--- config.mk ---
export PLATFORM = sky130hd
export DESIGN_NAME = integer_key_hash_unit
export DESIGN_NICKNAME = d
export VERILOG_FILES = /design/src/rtl/core/ikh_pkg.sv /design/src/rtl/core/ikh_csr.sv /design/src/rtl/core/ikh_hash_core.sv /design/src/rtl/core/integer_key_hash_unit.sv
export SDC_FILE = /design/constraint.sdc
export NUM_CORES = 2
export LEC_CHECK = 0
export BUFFER_PORTS_ARGS = -buffer_cell sky130_fd_sc_hd__buf_2
export CORE_MARGIN = 2
export CORE_UTILIZATION = 30
export CTS_BUF_LIST = sky130_fd_sc_hd__clkbuf_4
export CTS_CLUSTER_DIAMETER = 200
export DETAILED_ROUTE_END_ITERATION = 8
export SLEW_MARGIN = 10
export SYNTH_ARGS = -nofsm -noshare
export SYNTH_HDL_FRONTEND = slang
export SYNTH_HIERARCHICAL = 1
export SYNTH_SLANG_ARGS = --single-unit
--- constraint.sdc ---
create_clock -name clock -period 16.1 [get_ports clock]
set_input_delay 3.22 -clock clock [delete_from_list [all_inputs] [get_ports clock]]
set_output_delay 3.22 -clock clock [all_outputs]
set_load 0.01 [all_outputs]
--- src/rtl/core/ikh_pkg.sv ---
// Shared types, codes, constants and mix functions of the integer key hash unit.
package ikh_pkg;

   localparam int unsigned KEY_BITS  = 64;
   localparam int unsigned HASH_BITS = 32;

   localparam logic [HASH_BITS-1:0] MULT_CONST = 32'h9E37_79B1;

   localparam logic [1:0] CSR_KEY_WIDTH       = 2'd0;
   localparam logic [1:0] CSR_FUNCTION_SELECT = 2'd1;
   localparam logic [1:0] CSR_BUCKET_MASK     = 2'd2;

   localparam logic [1:0] KEY_WIDTH_8  = 2'd0;
   localparam logic [1:0] KEY_WIDTH_16 = 2'd1;
   localparam logic [1:0] KEY_WIDTH_32 = 2'd2;
   localparam logic [1:0] KEY_WIDTH_64 = 2'd3;

   // Function codes for 8-bit keys.
   localparam logic [1:0] FN8_IDENTITY      = 2'd0;
   localparam logic [1:0] FN8_MULT          = 2'd1;
   localparam logic [1:0] FN8_ADD_MIX       = 2'd2;
   localparam logic [1:0] FN8_XOR_MIX       = 2'd3;

   // Function codes for 16, 32 and 64-bit keys.
   localparam logic [1:0] FN_MULT           = 2'd0;
   localparam logic [1:0] FN_ADD_MIX        = 2'd1;
   localparam logic [1:0] FN_XOR_MIX        = 2'd2;
   localparam logic [1:0] FN_UNSUPPORTED    = 2'd3;

   localparam logic [1:0]           KEY_WIDTH_RESET   = KEY_WIDTH_32;
   localparam logic [1:0]           FUNCTION_RESET    = 2'd0;
   localparam logic [HASH_BITS-1:0] BUCKET_MASK_RESET = 32'hFFFF_FFFF;

   typedef struct packed {
      logic [1:0]           key_width;
      logic [1:0]           function_select;
      logic [HASH_BITS-1:0] bucket_mask;
   } cfg_type;

   typedef struct packed {
      logic [HASH_BITS-1:0] bucket_hash;
      logic                 unsupported;
   } result_type;

   function automatic logic [HASH_BITS-1:0] add_shift_mix(input logic [HASH_BITS-1:0] v);
      logic [HASH_BITS-1:0] a;
      a = v;
      a = (a + 32'h7ED5_5D16) + (a << 12);
      a = (a ^ 32'hC761_C23C) ^ (a >> 19);
      a = (a + 32'h1656_67B1) + (a << 5);
      a = (a + 32'hD3A2_646C) ^ (a << 9);
      a = (a + 32'hFD70_46C5) + (a << 3);
      a = (a ^ 32'hB55A_4F09) ^ (a >> 16);
      return a;
   endfunction

   function automatic logic [HASH_BITS-1:0] shift_xor_mix(input logic [HASH_BITS-1:0] v);
      logic [HASH_BITS-1:0] a;
      a = v;
      a = ~a + (a << 15);
      a = a ^ (a >> 12);
      a = a + (a << 2);
      a = a ^ (a >> 4);
      // Multiplication by 2057 is 1 + 8 + 2048.
      a = a + (a << 3) + (a << 11);
      a = a ^ (a >> 16);
      return a;
   endfunction

endpackage

--- src/rtl/core/ikh_csr.sv ---
// Configuration registers of the integer key hash unit.
module ikh_csr (
   input  logic                            clock,
   input  logic                            reset,
   input  logic                            csr_write_enable,
   input  logic [1:0]                      csr_index,
   input  logic [ikh_pkg::HASH_BITS-1:0]   csr_write_data,
   output ikh_pkg::cfg_type                cfg
);

   logic [1:0]                    key_width_ff, key_width_in;
   logic [1:0]                    function_select_ff, function_select_in;
   logic [ikh_pkg::HASH_BITS-1:0] bucket_mask_ff, bucket_mask_in;

   always_comb begin
      key_width_in       = key_width_ff;
      function_select_in = function_select_ff;
      bucket_mask_in     = bucket_mask_ff;
      if (csr_write_enable) begin
         case (csr_index)
            ikh_pkg::CSR_KEY_WIDTH:       key_width_in       = csr_write_data[1:0];
            ikh_pkg::CSR_FUNCTION_SELECT: function_select_in = csr_write_data[1:0];
            ikh_pkg::CSR_BUCKET_MASK:     bucket_mask_in     = csr_write_data;
            default: begin
            end
         endcase
      end
   end

   always_ff @(posedge clock) begin
      if (reset) begin
         key_width_ff       <= ikh_pkg::KEY_WIDTH_RESET;
         function_select_ff <= ikh_pkg::FUNCTION_RESET;
         bucket_mask_ff     <= ikh_pkg::BUCKET_MASK_RESET;
      end else begin
         key_width_ff       <= key_width_in;
         function_select_ff <= function_select_in;
         bucket_mask_ff     <= bucket_mask_in;
      end
   end

   assign cfg.key_width       = key_width_ff;
   assign cfg.function_select = function_select_ff;
   assign cfg.bucket_mask     = bucket_mask_ff;

endmodule

--- src/rtl/core/ikh_hash_core.sv ---
// Combinational hash datapath: key shaping, multiplicative hash, mix lanes and masking.
module ikh_hash_core (
   input  logic [ikh_pkg::KEY_BITS-1:0] key_value,
   input  ikh_pkg::cfg_type             cfg,
   output ikh_pkg::result_type          result
);

   logic [ikh_pkg::KEY_BITS-1:0]  mult_operand;
   logic [ikh_pkg::KEY_BITS-1:0]  mult_low_product;
   logic [15:0]                   mult_high_part;
   logic [ikh_pkg::HASH_BITS-1:0] mult_hash;
   logic [ikh_pkg::HASH_BITS-1:0] lane_lo;
   logic [ikh_pkg::HASH_BITS-1:0] lane_hi;
   logic [ikh_pkg::HASH_BITS-1:0] add_mix_lo, add_mix_hi;
   logic [ikh_pkg::HASH_BITS-1:0] xor_mix_lo, xor_mix_hi;
   logic [ikh_pkg::HASH_BITS-1:0] hash;
   logic                          unsupported;

   always_comb begin
      mult_operand = '0;
      lane_lo      = key_value[31:0];
      case (cfg.key_width)
         ikh_pkg::KEY_WIDTH_8: begin
            mult_operand[7:0] = key_value[7:0];
            lane_lo           = {4{key_value[7:0]}};
         end
         ikh_pkg::KEY_WIDTH_16: begin
            mult_operand[15:0] = key_value[15:0];
            lane_lo            = {2{key_value[15:0]}};
         end
         ikh_pkg::KEY_WIDTH_32: begin
            mult_operand[31:0] = key_value[31:0];
         end
         default: begin
            mult_operand = key_value;
         end
      endcase
   end

   assign lane_hi = key_value[63:32];

   // Only product bits 47:16 are kept, so the upper key half contributes
   // through a 16 by 16 product that lands on bits 47:32.
   assign mult_low_product = {32'd0, mult_operand[31:0]} * {32'd0, ikh_pkg::MULT_CONST};
   assign mult_high_part   = mult_operand[47:32] * ikh_pkg::MULT_CONST[15:0];
   assign mult_hash        = mult_low_product[47:16] + {mult_high_part, 16'd0};

   assign add_mix_lo = ikh_pkg::add_shift_mix(lane_lo);
   assign add_mix_hi = ikh_pkg::add_shift_mix(lane_hi);
   assign xor_mix_lo = ikh_pkg::shift_xor_mix(lane_lo);
   assign xor_mix_hi = ikh_pkg::shift_xor_mix(lane_hi);

   always_comb begin
      hash        = '0;
      unsupported = 1'b0;
      if (cfg.key_width == ikh_pkg::KEY_WIDTH_8) begin
         case (cfg.function_select)
            ikh_pkg::FN8_IDENTITY: hash = {24'd0, key_value[7:0]};
            ikh_pkg::FN8_MULT:     hash = mult_hash;
            ikh_pkg::FN8_ADD_MIX:  hash = add_mix_lo;
            default:               hash = xor_mix_lo;
         endcase
      end else begin
         case (cfg.function_select)
            ikh_pkg::FN_MULT: hash = mult_hash;
            ikh_pkg::FN_ADD_MIX: begin
               hash = add_mix_lo;
               if (cfg.key_width == ikh_pkg::KEY_WIDTH_64) begin
                  hash = add_mix_lo ^ add_mix_hi;
               end
            end
            ikh_pkg::FN_XOR_MIX: begin
               hash = xor_mix_lo;
               if (cfg.key_width == ikh_pkg::KEY_WIDTH_64) begin
                  hash = xor_mix_lo ^ xor_mix_hi;
               end
            end
            default: unsupported = 1'b1;
         endcase
      end
   end

   assign result.bucket_hash = hash & cfg.bucket_mask;
   assign result.unsupported = unsupported;

endmodule

--- src/rtl/core/integer_key_hash_unit.sv ---
// Top level of the integer key hash unit: transfer registers around the hash datapath.
//
// The unit maps one integer key to a masked bucket index and takes one key in every
// cycle while the result side does not stall. The key is captured in an input
// register, the whole hash is computed in one pass through the datapath, and the
// masked value is held in a result register until it is taken.
// The throughput of one key per cycle, when the result side does not stall, is set
// by that single pass, which includes the 32 by 32 constant product of the
// multiplicative hash. When the result side stalls and the input register is empty,
// one more key is still accepted into it before req_stall rises. Configuration
// registers reset to a 32-bit key, the multiplicative function and an all-ones
// bucket mask; the user must write them only while no transfer is in flight, and
// the unit itself does not enforce this.
module integer_key_hash_unit (
   input  logic                          clock,
   input  logic                          reset,
   input  logic                          req_valid,
   output logic                          req_stall,
   input  logic [ikh_pkg::KEY_BITS-1:0]  req_key_value,
   output logic                          rsp_valid,
   input  logic                          rsp_stall,
   output logic [ikh_pkg::HASH_BITS-1:0] rsp_bucket_hash,
   output logic                          rsp_unsupported,
   input  logic                          csr_write_enable,
   input  logic [1:0]                    csr_index,
   input  logic [ikh_pkg::HASH_BITS-1:0] csr_write_data
);

   ikh_pkg::cfg_type    cfg;
   ikh_pkg::result_type core_result;

   logic                         in_valid_ff, in_valid_in;
   logic [ikh_pkg::KEY_BITS-1:0] in_key_ff, in_key_in;
   logic                         out_valid_ff, out_valid_in;
   ikh_pkg::result_type          out_result_ff, out_result_in;
   logic                         out_advance;
   logic                         in_advance;

   ikh_csr u_csr (
      .clock            (clock),
      .reset            (reset),
      .csr_write_enable (csr_write_enable),
      .csr_index        (csr_index),
      .csr_write_data   (csr_write_data),
      .cfg              (cfg)
   );

   ikh_hash_core u_hash_core (
      .key_value (in_key_ff),
      .cfg       (cfg),
      .result    (core_result)
   );

   assign out_advance = !out_valid_ff || !rsp_stall;
   assign in_advance  = !in_valid_ff || out_advance;

   always_comb begin
      in_valid_in   = in_valid_ff;
      in_key_in     = in_key_ff;
      out_valid_in  = out_valid_ff;
      out_result_in = out_result_ff;
      if (in_advance) begin
         in_valid_in = req_valid;
         if (req_valid) begin
            in_key_in = req_key_value;
         end
      end
      if (out_advance) begin
         out_valid_in = in_valid_ff;
         if (in_valid_ff) begin
            out_result_in = core_result;
         end
      end
   end

   always_ff @(posedge clock) begin
      if (reset) begin
         in_valid_ff  <= 1'b0;
         out_valid_ff <= 1'b0;
      end else begin
         in_valid_ff  <= in_valid_in;
         out_valid_ff <= out_valid_in;
      end
   end

   always_ff @(posedge clock) begin
      in_key_ff     <= in_key_in;
      out_result_ff <= out_result_in;
   end

   assign req_stall       = !in_advance;
   assign rsp_valid       = out_valid_ff;
   assign rsp_bucket_hash = out_result_ff.bucket_hash;
   assign rsp_unsupported = out_result_ff.unsupported;

endmodule

==> metrics list <==
* Achievable Freq: 0.0813 GHz
- Height of the die: 397 um
- STA classifies the critical path startpoint as a register.
- CTS Buf Count: 17
- Warnings from Yosys: 6
* Most frequent CP cell: fa_1
- For this configuration, the core starts out at a cell density of 30.1%.
* Antenna-violating nets left: 0
- The number of antenna violations at the first check in global routing is 13.
- Clock latency reported for the late side of the worst-skew pair: 810 ps
* Die boundary width: 397 um
- Final setup vio count: 0
- DRT Wirelength: 154000 um
- Data on the critical path is required at its endpoint by 16640 ps.
- Core Rows: 144
* Gr ovfl total: 0
- The clock passes through at most 2 buffers.
- Maximum number of pins on one net before global-route repair: 81
- Peak per-stage delay on the critical path: 560 ps
* Die Outline Area: 157000 um^2
* Number of nets at the end of the flow: 6840
* Remaining design rule violation count: 0
- Minimum period implied by the final worst setup slack: 12290 ps
- Slew Limit Headroom: 8.04%
- Critical Path Slowest Stage Cell: fa_1
- Average detailed-routed wire length per instance: 20.5 um
- Yosys mapped the design onto 114 distinct sky130hd cell types.
* Type of the worst setup path: register to register
- STA classifies the critical path endpoint as a register.
* Syn Nets: 6728
- After layout, the worst path uses 76.4% of the clock period.
- Summing every instance area after synthesis gives 46300 um^2.
- The number of failing hold endpoints at the final stage is 0.
- Post-cts hold buffer count: 0
- CTS resizes: 0
* Result of the run: completed
* Worst hold path type: register to register
- Detailed router's first-iteration violation count: 3180
* Peak fanout along the critical path: 35
- After synthesis the netlist holds a flip-flop and latch count of 135.
- IO Pins: 138
* Postcts setup bufs: 0
- Post-synthesis async set-or-reset flop share: 0%
- Std-Cell Core Area: 154000 um^2
- Setup repair after global routing left no endpoint under its margin.
- HPWL after DPL: 132000 um
* Placer congestion estimate: 1.02
- Share of cells above drive strength 1: 5.70%
* Port-buffer cells: 137
- Clock-pin slew was measured on the worst setup and hold paths at 150 ps.
* Total track usage: 19.6%
- Skew final: 62.4 ps
* Final sum of negative setup slack: 0 ps
* Count of flip-flops with a built-in enable after synthesis: 97
- The max-slew violation count was 0.
- For the pin with the worst max-slew slack, the measured transition is 1360 ps.
- Averaged over all synthesized cells, the footprint is 8.71 um^2.
- Vias per Instance: 5.07
- The tool flagged a number of max-cap violations equal to 0.
* Top_reg_cell synth: edfxtp_1
* Sinks on Clock Net: 135
- Layout-stage area growth over the synthesis result: 7.45%
- CP arrival: 12830 ps
* Clock tree from TritonCTS: done
- Share of the yosys chip area belonging to registers: 7.94%
- The first global-routing pass estimated 234000 um of wire.
- H-tree levels: 4
- For this run, the detailed router's first-pass iteration total came to 6.
* Number of global-route vias before repair: 38191
- After technology mapping, the gate count stands at 5316.
- DR vias: 37978
* Buffer cell driving the clock tree root: clkbuf_4
final timing paths:
check	from	to	slack (ps)	cells past startpoint
max	u_csr/key_width_ff[1]	rsp_bucket_hash[31]	3810	43
min	in_valid_ff	in_valid_ff	530	2
max reg2reg	u_csr/key_width_ff[1]	rsp_bucket_hash[31]	3810	43
min reg2reg	in_valid_ff	in_valid_ff	530	2
critical path, delay by kind of cell (launching register included):
| kind | cells | cell delay, ps |
|---|---|---|
| compound gates | 21 | 4640 |
| fa+ha+maj | 10 | 4440 |
| simple gates | 5 | 1110 |
| buf+inv | 4 | 850 |
| xor+xnor | 3 | 640 |
| flops | 1 | 340 |
cell families (layout without fill, tap and decap cells):
logic type	after synthesis	after routing	share of synthesized area [%]
AOI/OAI and AO/OA	981	981	14.0
xor gates and xnor gates	700	700	13.6
adders and majority gates	1311	1311	43.3
buffers and inverters	1109	1233	9.17
DFF	135	135	7.94
muxes	50	50	1.17
other	0	4	0
and+or+nand+nor	1030	1030	10.8
cells in the final DEF, fill, tap and decap left out, drive strengths merged, types with 17 or more instances in the layout:
master | netlist | final
inv | 1022 | 1027
ha | 825 | 825
xnor2 | 495 | 495
fa | 484 | 484
nor2 | 336 | 336
a21oi | 305 | 305
nand2 | 232 | 232
xor2 | 196 | 196
o21ai | 186 | 186
buf | 21 | 180
a21o | 110 | 110
edfxtp | 97 | 97
nor3 | 80 | 80
nand3 | 64 | 64
nand2b | 63 | 63
o21bai | 54 | 54
nor2b | 51 | 51
and2 | 49 | 49
and3 | 46 | 46
mux2i | 44 | 44
a31oi | 43 | 43
dfxtp | 38 | 38
o21a | 37 | 37
or3 | 30 | 30
a211oi | 21 | 21
o31ai | 21 | 21
a21boi | 19 | 19
o211ai | 19 | 19
nand4 | 18 | 18
clkbuf | 66 | 17
cell usage after synthesis, types with 9 or more instances:
library cell	n	share of area, %
a2111oi_0	11	0.21
a211o_1	11	0.21
a211oi_1	19	0.31
a21boi_0	18	0.29
a21o_1	110	1.8
a21oi_1	301	3.3
a22oi_1	9	0.15
a31oi_1	41	0.55
and2_1	48	0.65
and3_1	46	0.62
buf_2	10	0.11
clkbuf_1	66	0.54
dfxtp_1	38	1.6
edfxtp_1	97	6.3
fa_1	484	21
ha_1	825	22
inv_1	1013	8.2
mux2i_1	44	0.95
nand2_1	232	1.9
nand2b_1	63	0.85
nand3_1	62	0.67
nand4_1	18	0.24
nor2_1	334	2.7
nor2b_1	51	0.69
nor3_1	80	0.86
nor4_1	10	0.14
o211ai_1	17	0.28
o21a_1	36	0.58
o21ai_0	181	2.0
o21bai_1	54	0.88
o221ai_1	15	0.28
o22ai_1	9	0.12
o31a_1	11	0.21
o31ai_1	18	0.29
o41ai_1	11	0.21
or2_2	13	0.18
or3_1	30	0.41
xnor2_1	489	9.3
xor2_1	196	3.7
cell type report:
cell class	instances	area, um^2
clock inverter	14	119
clock buffer	17	128
antenna	4	10.0
tap	2044	2560
fill	16002	104000
timing repair buffer	180	1010
multi-input combinational	4072	38400
sequential	135	3680
inverter	1022	3840
state kept, by name (all words and copies together) (netlist names):
name and flops:
rsp_unsupported 1, u_csr/function_select_ff 2, u_csr/key_width_ff 2, rsp_valid 1, rsp_bucket_hash 32, in_key_ff 64, in_valid_ff 1, u_csr/bucket_mask_ff 32
layer usage:
layer	part of all wire (%)	track usage, %
met4	3.3	6.17
met1	45	27.1
met5	0.021	0
met3	8.0	4.12
met2	44	30.3
per-stage QoR:
stage / setup slack, ps / util [%] / hold slack (ps) / cell area [um^2] / std cells
after floorplan: 5310 / - / 447 / 46300 / 5316
after global placement: 4310 / 32.2 / 485 / 49500 / 7453
after detailed placement: 4080 / 32.2 / 505 / 49500 / 7453
after CTS: 4020 / 32.4 / 532 / 49700 / 7484
after global routing: 3140 / 32.4 / 558 / 49700 / 7488
final: 3810 / 32.4 / 526 / 49700 / 7488
Power is not shown: default switching activity piles up to over one toggle a cycle in this logic, so the estimate is an artifact.
